--- src/rtl/stack_with_running_minimum_defines.svh ---
// ----------------------------------------------------------------------------
// Stack with running minimum - assertion macros
// Shared assertion shorthands for the stack RTL.
// ----------------------------------------------------------------------------
`ifndef STACK_WITH_RUNNING_MINIMUM_DEFINES_SVH
`define STACK_WITH_RUNNING_MINIMUM_DEFINES_SVH

// Check a property on every clock edge outside reset.
`define SWRM_ASSERT(lbl, clk, rst, prop, msg) \
   lbl: assert property (@(posedge clk) disable iff (rst) (prop)) else $error(msg);

// Check that a condition on one edge is followed by a consequence on the next.
`define SWRM_ASSERT_NEXT(lbl, clk, rst, ante, cons, msg) \
   lbl: assert property (@(posedge clk) disable iff (rst) (ante) |=> (cons)) \
      else $error(msg);

`endif

--- src/rtl/swrm_pkg.sv ---
// ----------------------------------------------------------------------------
// Stack with running minimum - package
// Shared constants, codes and control structs.
// ----------------------------------------------------------------------------
package swrm_pkg;

   localparam int STACK_DEPTH = 64;
   localparam int DATA_WIDTH  = 32;

   localparam int VALUE_W   = 32;
   localparam int COUNT_W   = 7;
   localparam int ERR_W     = 2;
   localparam int REQ_TDATA_W = 32;
   localparam int RSP_FIELDS_W = 2 * VALUE_W + COUNT_W + 1 + ERR_W;
   localparam int RSP_TDATA_W  = ((RSP_FIELDS_W + 7) / 8) * 8;
   localparam int RSP_PAD_W    = RSP_TDATA_W - RSP_FIELDS_W;

   typedef enum logic {
      REQ_PUSH = 1'b0,
      REQ_POP  = 1'b1
   } req_kind_type;

   typedef enum logic [ERR_W-1:0] {
      ERR_OK    = 2'd0,
      ERR_FULL  = 2'd1,
      ERR_EMPTY = 2'd2
   } err_type;

   // controller -> datapath
   typedef struct packed {
      logic    push;      // store the request value on top
      logic    pop;       // drop the top entry
      logic    pop_read;  // fetch the entry below the old top
      logic    load_ram;  // take the fetched entry as the new top
      logic    load_rsp;  // capture the response payload
      err_type err;
   } cmd_type;

   // datapath -> controller
   typedef struct packed {
      logic empty;
      logic full;
      logic deep;  // two or more entries held
   } stat_type;

endpackage

--- src/rtl/swrm_ram.sv ---
// ----------------------------------------------------------------------------
// Stack with running minimum - generic RAM
// Single write port, single read port, registered read data.
// ----------------------------------------------------------------------------
module swrm_ram #(
   parameter int WIDTH = 64,
   parameter int DEPTH = 64
) (
   input  logic                     clock,
   input  logic                     wr_en,
   input  logic [$clog2(DEPTH)-1:0] wr_addr,
   input  logic [WIDTH-1:0]         wr_data,
   input  logic                     rd_en,
   input  logic [$clog2(DEPTH)-1:0] rd_addr,
   output logic [WIDTH-1:0]         rd_data
);

   logic [WIDTH-1:0] mem_ff [DEPTH];
   logic [WIDTH-1:0] rd_data_ff;

   always_ff @(posedge clock) begin
      if (wr_en) begin
         mem_ff[wr_addr] <= wr_data;
      end
      if (rd_en) begin
         rd_data_ff <= mem_ff[rd_addr];
      end
   end

   assign rd_data = rd_data_ff;

endmodule

--- src/rtl/swrm_ctrl.sv ---
// ----------------------------------------------------------------------------
// Stack with running minimum - controller
// Request handshake, error decode and response valid.
// ----------------------------------------------------------------------------
`include "stack_with_running_minimum_defines.svh"

module swrm_ctrl (
   input  logic               clock,
   input  logic               reset,
   input  logic               req_tvalid,
   output logic               req_tready,
   input  logic               req_kind,
   output logic               rsp_tvalid,
   input  logic               rsp_tready,
   input  swrm_pkg::stat_type stat,
   output swrm_pkg::cmd_type  cmd
);

   typedef enum logic {
      IDLE,
      LOAD
   } state_type;

   state_type state_ff, state_in;
   logic      rsp_valid_ff, rsp_valid_in;
   logic      accept;
   logic      is_pop;
   logic      deep_pop;

   assign req_tready = (state_ff == IDLE) && (!rsp_valid_ff || rsp_tready);
   assign accept     = req_tvalid && req_tready;
   assign is_pop     = (req_kind == swrm_pkg::REQ_POP);
   assign deep_pop   = accept && is_pop && stat.deep;

   always_comb begin
      cmd          = '0;
      cmd.err      = swrm_pkg::ERR_OK;
      cmd.push     = accept && !is_pop && !stat.full;
      cmd.pop      = accept && is_pop && !stat.empty;
      cmd.pop_read = deep_pop;
      cmd.load_ram = (state_ff == LOAD);
      cmd.load_rsp = (accept && !deep_pop) || (state_ff == LOAD);
      if (accept && !is_pop && stat.full) begin
         cmd.err = swrm_pkg::ERR_FULL;
      end else if (accept && is_pop && stat.empty) begin
         cmd.err = swrm_pkg::ERR_EMPTY;
      end
   end

   always_comb begin
      state_in     = state_ff;
      rsp_valid_in = rsp_valid_ff && !rsp_tready;
      unique case (state_ff)
         IDLE: begin
            if (deep_pop) begin
               state_in = LOAD;
            end else if (accept) begin
               rsp_valid_in = 1'b1;
            end
         end
         LOAD: begin
            state_in     = IDLE;
            rsp_valid_in = 1'b1;
         end
         default: begin
            state_in = IDLE;
         end
      endcase
   end

   always_ff @(posedge clock) begin
      if (reset) begin
         state_ff     <= IDLE;
         rsp_valid_ff <= 1'b0;
      end else begin
         state_ff     <= state_in;
         rsp_valid_ff <= rsp_valid_in;
      end
   end

   assign rsp_tvalid = rsp_valid_ff;

   `SWRM_ASSERT(a_load_slot_free, clock, reset, (state_ff == LOAD) |-> !rsp_valid_ff, "response slot busy during refill")
   `SWRM_ASSERT_NEXT(a_deep_pop_loads, clock, reset, deep_pop, (state_ff == LOAD), "deep pop did not refill")
   `SWRM_ASSERT_NEXT(a_accept_responds, clock, reset, accept && !deep_pop, rsp_valid_ff, "request without response")

endmodule

--- src/rtl/swrm_dp.sv ---
// ----------------------------------------------------------------------------
// Stack with running minimum - datapath
// Cached top entry, fill count, entry RAM and response register.
// ----------------------------------------------------------------------------
`include "stack_with_running_minimum_defines.svh"

module swrm_dp #(
   parameter int STACK_DEPTH = swrm_pkg::STACK_DEPTH,
   parameter int DATA_WIDTH  = swrm_pkg::DATA_WIDTH
) (
   input  logic                                clock,
   input  logic                                reset,
   input  swrm_pkg::cmd_type                   cmd,
   input  logic [swrm_pkg::VALUE_W-1:0]        req_value,
   output swrm_pkg::stat_type                  stat,
   output logic [swrm_pkg::RSP_TDATA_W-1:0]    rsp_data
);

   localparam int CW = $clog2(STACK_DEPTH + 1);
   localparam int AW = $clog2(STACK_DEPTH);
   localparam int VW = swrm_pkg::VALUE_W;

   logic [CW-1:0]                   count_ff, count_in;
   logic signed [DATA_WIDTH-1:0]    top_ff, top_in;
   logic signed [DATA_WIDTH-1:0]    min_ff, min_in;
   logic [swrm_pkg::RSP_TDATA_W-1:0] rsp_ff, rsp_in;

   logic [DATA_WIDTH+VW-1:0]        in_wide;
   logic signed [DATA_WIDTH-1:0]    new_val;
   logic signed [DATA_WIDTH-1:0]    new_min;
   logic [CW-1:0]                   count_m1, count_m2;
   logic [2*DATA_WIDTH-1:0]         rd_data;
   logic [DATA_WIDTH+VW-1:0]        top_ext, min_ext;
   logic [CW+swrm_pkg::COUNT_W-1:0] count_wide;
   logic [VW-1:0]                   top_out, min_out;
   logic                            empty_out;

   // cut or zero-extend the request value to the stored width
   assign in_wide  = {{DATA_WIDTH{1'b0}}, req_value};
   assign new_val  = in_wide[DATA_WIDTH-1:0];
   assign new_min  = ((count_ff == '0) || (new_val < min_ff)) ? new_val : min_ff;
   assign count_m1 = count_ff - CW'(1);
   assign count_m2 = count_ff - CW'(2);

   swrm_ram #(
      .WIDTH (2 * DATA_WIDTH),
      .DEPTH (STACK_DEPTH)
   ) u_entry_ram (
      .clock   (clock),
      .wr_en   (cmd.push && (count_ff != '0)),
      .wr_addr (count_m1[AW-1:0]),
      .wr_data ({min_ff, top_ff}),
      .rd_en   (cmd.pop_read),
      .rd_addr (count_m2[AW-1:0]),
      .rd_data (rd_data)
   );

   always_comb begin
      top_in   = top_ff;
      min_in   = min_ff;
      count_in = count_ff;
      if (cmd.push) begin
         top_in   = new_val;
         min_in   = new_min;
         count_in = count_ff + CW'(1);
      end else if (cmd.pop) begin
         count_in = count_m1;
      end else if (cmd.load_ram) begin
         top_in = rd_data[DATA_WIDTH-1:0];
         min_in = rd_data[2*DATA_WIDTH-1:DATA_WIDTH];
      end
   end

   // sign-extend, then keep the low 32 bits; read zero when empty
   assign top_ext    = {{VW{top_in[DATA_WIDTH-1]}}, top_in};
   assign min_ext    = {{VW{min_in[DATA_WIDTH-1]}}, min_in};
   assign empty_out  = (count_in == '0);
   assign top_out    = empty_out ? '0 : top_ext[VW-1:0];
   assign min_out    = empty_out ? '0 : min_ext[VW-1:0];
   assign count_wide = {{swrm_pkg::COUNT_W{1'b0}}, count_in};

   assign rsp_in = {{swrm_pkg::RSP_PAD_W{1'b0}}, cmd.err, empty_out,
                    count_wide[swrm_pkg::COUNT_W-1:0], min_out, top_out};

   always_ff @(posedge clock) begin
      if (reset) begin
         count_ff <= '0;
      end else begin
         count_ff <= count_in;
      end
   end

   always_ff @(posedge clock) begin
      top_ff <= top_in;
      min_ff <= min_in;
      if (cmd.load_rsp) begin
         rsp_ff <= rsp_in;
      end
   end

   assign stat.empty = (count_ff == '0);
   assign stat.full  = (count_ff == CW'(STACK_DEPTH));
   assign stat.deep  = (count_ff > CW'(1));
   assign rsp_data   = rsp_ff;

   `SWRM_ASSERT(a_count_bound, clock, reset, count_ff <= CW'(STACK_DEPTH), "fill count beyond depth")
   `SWRM_ASSERT_NEXT(a_push_count, clock, reset, cmd.push, count_ff == $past(count_ff) + CW'(1), "push did not advance count")
   `SWRM_ASSERT(a_min_not_above_top, clock, reset, (count_ff != '0) && !cmd.load_ram |-> min_ff <= top_ff, "minimum above top")

endmodule

--- src/rtl/stack_with_running_minimum.sv ---
// ----------------------------------------------------------------------------
// Stack with running minimum - top level
// Bounded LIFO of signed words that also reports the minimum it holds.
// ----------------------------------------------------------------------------
// Usage:
//   Request channel (req_*): tuser selects push (0) or pop (1), tdata holds
//   the push value. Every request returns exactly one response on rsp_*:
//   new top, new minimum, entry count, empty flag and error code.
//   A push on a full stack or a pop on an empty stack is dropped and flagged
//   in the error code; top and minimum read 0 while the stack is empty.
// Response path and throughput:
//   Push, error and pop-to-empty: response in the cycle after the request.
//   Pop leaving entries: the entry below the top is read through the
//   registered read port of the entry RAM, then the response is registered.
//   Pushes are taken every cycle while responses drain; a pop that refills
//   the top stalls the next request. Top entry in registers, rest in RAM.
// Reset: clears the fill count, response valid and controller state; RAM
//   contents are not cleared and are never read before being written.
// Stall: while a response waits on rsp_tready, a new request is taken only
//   in the cycle the response leaves; otherwise req_tready stays low.
// ----------------------------------------------------------------------------
module stack_with_running_minimum #(
   parameter int STACK_DEPTH = swrm_pkg::STACK_DEPTH,
   parameter int DATA_WIDTH  = swrm_pkg::DATA_WIDTH
) (
   input  logic                               clock,
   input  logic                               reset,
   // request
   input  logic                               req_tvalid,
   output logic                               req_tready,
   input  logic [swrm_pkg::REQ_TDATA_W-1:0]   req_tdata,  // [31:0] push_value
   input  logic                               req_tuser,  // [0] req_type
   // response
   output logic                               rsp_tvalid,
   input  logic                               rsp_tready,
   // [31:0] top_value, [63:32] min_value, [70:64] entry_count,
   // [71] is_empty, [73:72] error_code, [79:74] zero
   output logic [swrm_pkg::RSP_TDATA_W-1:0]   rsp_tdata
);

   swrm_pkg::cmd_type  cmd;
   swrm_pkg::stat_type stat;

   // handshake, error decode and refill sequencing
   swrm_ctrl u_ctrl (
      .clock      (clock),
      .reset      (reset),
      .req_tvalid (req_tvalid),
      .req_tready (req_tready),
      .req_kind   (req_tuser),
      .rsp_tvalid (rsp_tvalid),
      .rsp_tready (rsp_tready),
      .stat       (stat),
      .cmd        (cmd)
   );

   // top registers, fill count, entry RAM and response payload
   swrm_dp #(
      .STACK_DEPTH (STACK_DEPTH),
      .DATA_WIDTH  (DATA_WIDTH)
   ) u_dp (
      .clock     (clock),
      .reset     (reset),
      .cmd       (cmd),
      .req_value (req_tdata),
      .stat      (stat),
      .rsp_data  (rsp_tdata)
   );

endmodule

--- config.mk ---
export PLATFORM = sky130hd
export DESIGN_NAME = stack_with_running_minimum
export DESIGN_NICKNAME = d
export VERILOG_FILES = /design/src/rtl/swrm_pkg.sv /design/src/rtl/swrm_ram.sv /design/src/rtl/swrm_ctrl.sv /design/src/rtl/swrm_dp.sv /design/src/rtl/stack_with_running_minimum.sv
export VERILOG_INCLUDE_DIRS = /design/src /design/src/rtl
export SDC_FILE = /design/constraint.sdc
export NUM_CORES = 2
export LEC_CHECK = 0
export BUFFER_PORTS_ARGS = -buffer_cell sky130_fd_sc_hd__buf_2
export CELL_PAD_IN_SITES_DETAIL_PLACEMENT = 1
export CELL_PAD_IN_SITES_GLOBAL_PLACEMENT = 1
export CORE_MARGIN = 2
export CORE_UTILIZATION = 42
export DETAILED_ROUTE_END_ITERATION = 7
export GPL_TIMING_DRIVEN = 0
export PLACE_DENSITY_LB_ADDON = 0.1
export SYNTH_ARGS = -nofsm -noshare
export SYNTH_HDL_FRONTEND = slang
export SYNTH_SLANG_ARGS = --single-unit
--- constraint.sdc ---
create_clock -name clock -period 10.8 [get_ports clock]
set_input_delay 0 -clock clock [delete_from_list [all_inputs] [get_ports clock]]
set_output_delay 0 -clock clock [all_outputs]
set_load 0.1 [all_outputs]
==> Yosys cells after proc, flatten, opt, wreduce, memory -nomap -nowiden <==
Memories as Yosys holds them, arrays and structs flattened. A register that Yosys moved wholly into a read port is not among the register bits.
Cells that the tools add are included.
{ "totals": {"out_inout_bits": 82, "in_bits": 37, "elab_cells": 57, "ram_bits": 4096, "n_memories": 1, "register_bits": 147} }
{ "memory_table": {"columns": ["memory", "depth", "word_bits", "read_ports", "rd_ports_with_merged_regs", "write_ports", "line_no", "source"], "rows": [
  ["u_dp.u_entry_ram.mem_ff", 64, 64, 1, 1, 1, "swrm_ram.sv:18", "logic [WIDTH-1:0] mem_ff [DEPTH];"]
]} }
{ "op_classes": {"eq_ne": 1, "add_sub_neg": 3, "bitwise": 1, "mux": 17, "magnitude_cmp": 2, "n_reduce_logical": 24} }
{ "op_table": {"columns": ["cell", "n"], "rows": [
  ["32-bit two-way mux", 7],
  ["32-bit < comparator", 1],
  ["7-bit zero test", 2],
  ["7-bit two-way mux", 2],
  ["1-bit logical AND", 12],
  ["7-bit by 1-bit adder with 7-bit output (second input constant)", 1],
  ["7-bit == test (second input constant)", 1],
  ["7-bit by 1-bit greater-than comparator with 1-bit output (second input constant)", 1],
  ["7-bit nonzero test", 1],
  ["7-bit by 1-bit subtractor with 7-bit output (second input constant)", 1],
  ["1-bit zero test", 6],
  ["6-bit by 2-bit subtractor with 6-bit output (second input constant)", 1],
  ["1-bit two-way mux", 5],
  ["1-bit one-hot mux with 2 select lines", 2],
  ["1-bit logical OR", 3],
  ["2-bit two-way mux", 1],
  ["1-bit NOT", 1]
]} }

==> Logic depth before layout (Yosys ltp) <==
{ "logic_depth": {"ltp_word": 9, "ltp_mapped": 14, "ltp_nobuf": 10} }

==> Cells and area by module <==
A second synthesis with hierarchy kept.
{ "unflattened": {"hier_cells": 7343, "area_unflattened_um2": 164675.4} }
{ "by_module_without_submodules": {"columns": ["module", "cells_per_inst", "instances", "area_each_um2", "seq_area_each_um2"], "rows": [
  ["swrm_ram", 6598, 1, 156989.3, 124919.8],
  ["swrm_dp", 725, 1, 7459.7, 3643.5],
  ["swrm_ctrl", 20, 1, 226.5, 40.0]
]} }

==> Worst setup path before layout <==
Ideal clock, no wire load.
{ "synth_path": {"path_kind": "reg-to-reg", "from": "register u_dp.count_ff[1]", "to": "register u_dp.rsp_ff, in the netlist u_dp.rsp_data[0] (enable)", "period_less_slack_ns": 8.011, "required_time_ns": 10.192, "stages_incl_launch_ff": 11, "path_slack_ns": 2.789, "n_path_buf": 3, "setup_time_ns": 0.608, "arrival_ns": 7.403, "cell_sequence": "dfxtp_1 > clkbuf_1 > buf_1 > buf_1 > inv_1 > ha_1 > a21boi_1 > a21oi_1 > o21bai_1 > nand2_1 > o21ai_0"} }
{ "synth_lines": {"columns": ["item", "line_no", "source"], "rows": [
  ["from (decl)", "swrm_dp.sv:23", "logic [CW-1:0] count_ff, count_in;"],
  ["from (signal assigned)", "swrm_dp.sv:89", "count_ff <= count_in;"],
  ["to (signal assigned)", "swrm_dp.sv:97", "rsp_ff <= rsp_in;"],
  ["to (decl)", "swrm_dp.sv:26", "logic [swrm_pkg::RSP_TDATA_W-1:0] rsp_ff, rsp_in;"]
]} }

==> Worst setup path after layout <==
{ "layout_path": {"from": "register u_dp.count_ff[0]", "to": "register u_dp.rsp_ff, in the netlist u_dp.rsp_data[54] (data pin)"} }
{ "layout_via": {"elab_chain_len": 6, "word_cells_on_any_way": 15, "classes_between": "2 x add/sub; 1 x eq/ne; 5 x mux; 7 x reduce/logical"} }
{ "layout_rtl": {"columns": ["item", "line_no", "source"], "rows": [
  ["parallel branches: the longest is 4 deep, another holds 7-bit by 1-bit subtractor with 7-bit output", null, null],
  ["7-bit two-way mux (*)", "swrm_dp.sv:62", "if (cmd.push) begin"],
  ["7-bit zero test (*)", "swrm_dp.sv:77", "assign empty_out = (count_in == '0);"],
  ["via u_dp.empty_out", "swrm_dp.sv:36", "logic empty_out;"]
]} }
Mark *: on every way through the listed nets, which the timed path passes.
A chain may end at the register's enable or synchronous reset.

==> Implementation_results.wiki <==
{| class="wikitable"
! Metric !! Value
|-
| Outcome || finished, violations left
|-
| Violations in the final reports || capacitance limit, slew limit
|-
| Worst slack after detailed placement || 3400 ps
|-
| Worst-path maximum fanout || 13
|-
| Hold Fails Final Rpt || 0
|-
| Combinational family with the most area after synthesis || multiplexers
|-
| Number of antenna violations at the first check in global routing || 48
|-
| Final antenna-violating net count || 0
|-
| Power density relative to cell area || 249 nW/um^2
|-
| Average wire per standard cell || 39.1 microns
|-
| Top-count cell post-synth || sky130_fd_sc_hd__edfxtp_1
|-
| Kind of end point of the critical path || register
|-
| Minimum clock period || 7460 ps
|-
| Clk_lat worst skew || 1000 ps
|-
| Parity-gate share of the synthesized area counting xor and xnor cells || 0.0533%
|-
| Synth top area cells || sky130_fd_sc_hd__edfxtp_1 (77%), sky130_fd_sc_hd__mux4_2 (18%), sky130_fd_sc_hd__dfxtp_1 (0.89%)
|-
| Maximum number of pins on one net before global-route repair || 66
|-
| Overflow after GRT || 0
|-
| Maximum resistive drop on vdd || 0.162 mV
|-
| Area of all placed cells without fillers || 193000 sq um
|-
| Layout-stage area growth over the synthesis result || 17.6%
|-
| Final setup slack of the worst path || 3340 ps
|-
| Setup repair after global routing missed its margin || false
|-
| Total routing resource utilization after global routing || 25.9%
|-
| Number of max-cap violations || 1
|-
| Die Width || 629 microns
|-
| Total Wirelength || 513000 microns
|-
| Floorplan row count || 229
|-
| Number of setup violations in the final report || 0
|-
| Utilization after layout || 49.6%
|-
| Wire length of the first global-routing pass || 698000 microns
|-
| Slew HR || -1.53%
|-
| Initial core utilization || 42.2%
|-
| Sort of element at the start of the critical path || register
|-
| Adder-Cell Fraction of Synth Area || 0.282%
|-
| Mapped Avg Cell Area || 25.0 sq um
|-
| Synthesis warning total || 0
|-
| Post-Synth Simple-Gate Area || 0.718%
|-
| Arrival time reported for the critical path endpoint || 8060 ps
|-
| DRC violation count after routing || 0
|-
| Category of the critical setup timing path || register to register
|-
| EDFF count, synth || 4234
|-
| Top FF cell, synth || sky130_fd_sc_hd__edfxtp_1
|-
| Worst Hold Path Cells || 5
|-
| Clock skew || 62.0 ps
|-
| Synthesized-area fraction occupied by ao, oa, aoi and oai cells || 1.00%
|-
| Number of vias after detailed routing || 78300
|-
| Share of Yosys cell area claimed by the top area cell type || 77.4%
|-
| Synth unique cells || 61
|-
| HPWL after detailed placement || 364000 microns
|-
| H-Tree Depth || 5
|-
| Seq cells post-synth || 4307
|-
| Routed via count divided by cell count || 5.97
|-
| Number of DRC violations after detailed-routing iteration 0 || 9422
|-
| Nets || 7565
|-
| Share of synthesized registers carrying an async set or reset || 0%
|-
| Final sum of negative setup slack || 0 ps
|-
| Sequential share of the synthesized area || 78.3%
|-
| Vertical die dimension || 629 microns
|-
| Post-synthesis mux area share || 18.6%
|-
| Cell count after synthesis || 6578
|-
| Slew of the pin with the lowest slew margin || 1500 ps
|-
| Pleak || 58.7 nW
|-
| Number of placed instances, taps included || 12200
|-
| Classification of the worst-slack hold path || primary input to register
|-
| Tcrit/Tclk final || 69.1%
|-
| Clock-pin slew on the worst setup and hold paths || 60 ps
|-
| Library cell occupying the most area in the post-synthesis netlist || sky130_fd_sc_hd__edfxtp_1
|-
| Fmax achieved || 0.134 GHz
|-
| Die Area || 396000 sq um
|-
| Clock sink total || 4307
|-
| Final Hold Slack || 146 ps
|-
| First-pass iteration count of the detailed router || 5
|-
| Area of the core || 389000 sq um
|-
| Data required time at the worst endpoint || 11390 ps
|-
| Post-route insts no fill || 13100
|-
| Summed instance area of the synthesized netlist || 164000 sq um
|-
| Layout cell share with drive strength beyond 1 || 33.9%
|-
| Gpl congestion || 0.811
|-
| Clock tree root buffer cell || sky130_fd_sc_hd__clkbuf_16
|-
| Cells on worst reg2reg path || 13
|-
| Area post-placement || 178000 sq um
|-
| Port Buffer Count || 112
|-
| Total design power || 48.0 mW
|-
| Number of clock buffers inserted by TritonCTS || 454
|-
| CTS tree || done
|-
| Number of global-route vias before repair || 81500
|-
| Max clock buf depth || 4
|-
| Ranking of synthesized cells by instance count || sky130_fd_sc_hd__edfxtp_1 (4234), sky130_fd_sc_hd__mux4_2 (1344), sky130_fd_sc_hd__clkbuf_1 (214)
|-
| Final max-slew violation count || 6
|-
| Top Ports || 119
|}
==> flip-flops by register name, summed over array words and instances (netlist names) <==
name                      flops
u_dp.rsp_data                74
u_dp.top_ff                  32
u_dp.u_entry_ram.rd_data     64
u_dp.min_ff                  32
u_dp.count_ff                 7
u_ctrl.state_ff               1
u_dp.u_entry_ram.mem_ff    4096
u_ctrl.rsp_tvalid             1
==> final timing paths <==
| kind | start | endpoint | slack [ps] |
|---|---|---|---|
| worst max-delay path | u_dp.count_ff[0] | u_dp.rsp_data[54] | 3340 |
| worst min-delay path | req_tdata[2] | u_dp.min_ff[2] | 150 |
| worst max register to register | u_dp.count_ff[0] | u_dp.rsp_data[54] | 3340 |
| worst min register to register | u_dp.top_ff[15] | u_dp.u_entry_ram.mem_ff[39][15] | 470 |
==> cell families after synthesis <==
logic type      count (synthesis)
flops                        4307
mux                          1378
buf+inv                       387
compound gates                236
simple gates                  222
fa+ha+maj                      37
xor+xnor                       10
other cells                     1
==> routing by layer <==
metal,global-route usage (%),routed length [microns],vias up
li1,-,-,30600
met1,34.9,204000,44000
met2,43.1,255000,3026
met3,3.76,32400,704
met4,9.50,21000,4
met5,0,24,-
==> power breakdown <==
| part | internal [mW] | leakage, nW | switching [mW] |
|---|---|---|---|
| Combinational | 4.07 | 13.2 | 7.21 |
| Sequential | 20.8 | 38.5 | 0.737 |
| Clock | 8.62 | 6.99 | 6.57 |
==> cells in the final DEF (no fill, tap or decap), types with 31 or more instances in the layout <==
cell type / netlist / layout
sky130_fd_sc_hd__inv_1: 40 / 39
sky130_fd_sc_hd__a31oi_1: 33 / 33
sky130_fd_sc_hd__clkbuf_1: 214 / 311
sky130_fd_sc_hd__dlygate4sd3_1: 0 / 40
sky130_fd_sc_hd__nor2_4: 0 / 64
sky130_fd_sc_hd__dfxtp_2: 0 / 64
sky130_fd_sc_hd__mux2i_1: 33 / 33
sky130_fd_sc_hd__buf_2: 69 / 184
sky130_fd_sc_hd__nor2_1: 109 / 38
sky130_fd_sc_hd__clkinv_1: 0 / 92
sky130_fd_sc_hd__clkinv_2: 0 / 74
sky130_fd_sc_hd__o21a_1: 32 / 32
sky130_fd_sc_hd__o22ai_1: 31 / 31
sky130_fd_sc_hd__o211a_1: 31 / 31
sky130_fd_sc_hd__buf_1: 44 / 39
sky130_fd_sc_hd__buf_12: 0 / 253
sky130_fd_sc_hd__ha_1: 37 / 37
sky130_fd_sc_hd__clkbuf_16: 0 / 458
sky130_fd_sc_hd__buf_16: 0 / 38
sky130_fd_sc_hd__a21oi_1: 46 / 46
sky130_fd_sc_hd__o21bai_1: 32 / 32
sky130_fd_sc_hd__mux4_2: 1344 / 1344
sky130_fd_sc_hd__edfxtp_1: 4234 / 4234
sky130_fd_sc_hd__diode_2: 0 / 45
==> final cells by class <==
cell class,instances,area [sq um]
Clock inverter,231,2100
Sequential cell,4307,129000
Timing Repair Buffer,452,7210
Tap cell,5197,6500
Fill cell,33700,196000
Clock buffer,599,12200
Antenna cell,45,113
Inverter,40,155
Multi-Input combinational cell,1889,34600
Buffer,347,1520
==> critical path, cell delays in order (launching register included) <==
cell and delay (ps):
sky130_fd_sc_hd__dfxtp_1 380, sky130_fd_sc_hd__clkbuf_1 230, sky130_fd_sc_hd__buf_2 720, sky130_fd_sc_hd__buf_2 1130, sky130_fd_sc_hd__buf_2 610, sky130_fd_sc_hd__inv_1 230, sky130_fd_sc_hd__ha_1 350, sky130_fd_sc_hd__and3b_1 230
sky130_fd_sc_hd__a21oi_1 410, sky130_fd_sc_hd__a22oi_1 180, sky130_fd_sc_hd__xnor2_1 880, sky130_fd_sc_hd__nand4_4 800, sky130_fd_sc_hd__inv_1 610, sky130_fd_sc_hd__a311oi_2 240
==> timing repair <==
action	in CTS	in global routing
buffers inserted	0	0
endpoints found under the setup margin	0	0
hold buffers	40	0
endpoints found under the hold margin	136	0
gates resized for setup	0	0
Note: power is estimated with default switching activity, not from simulation.
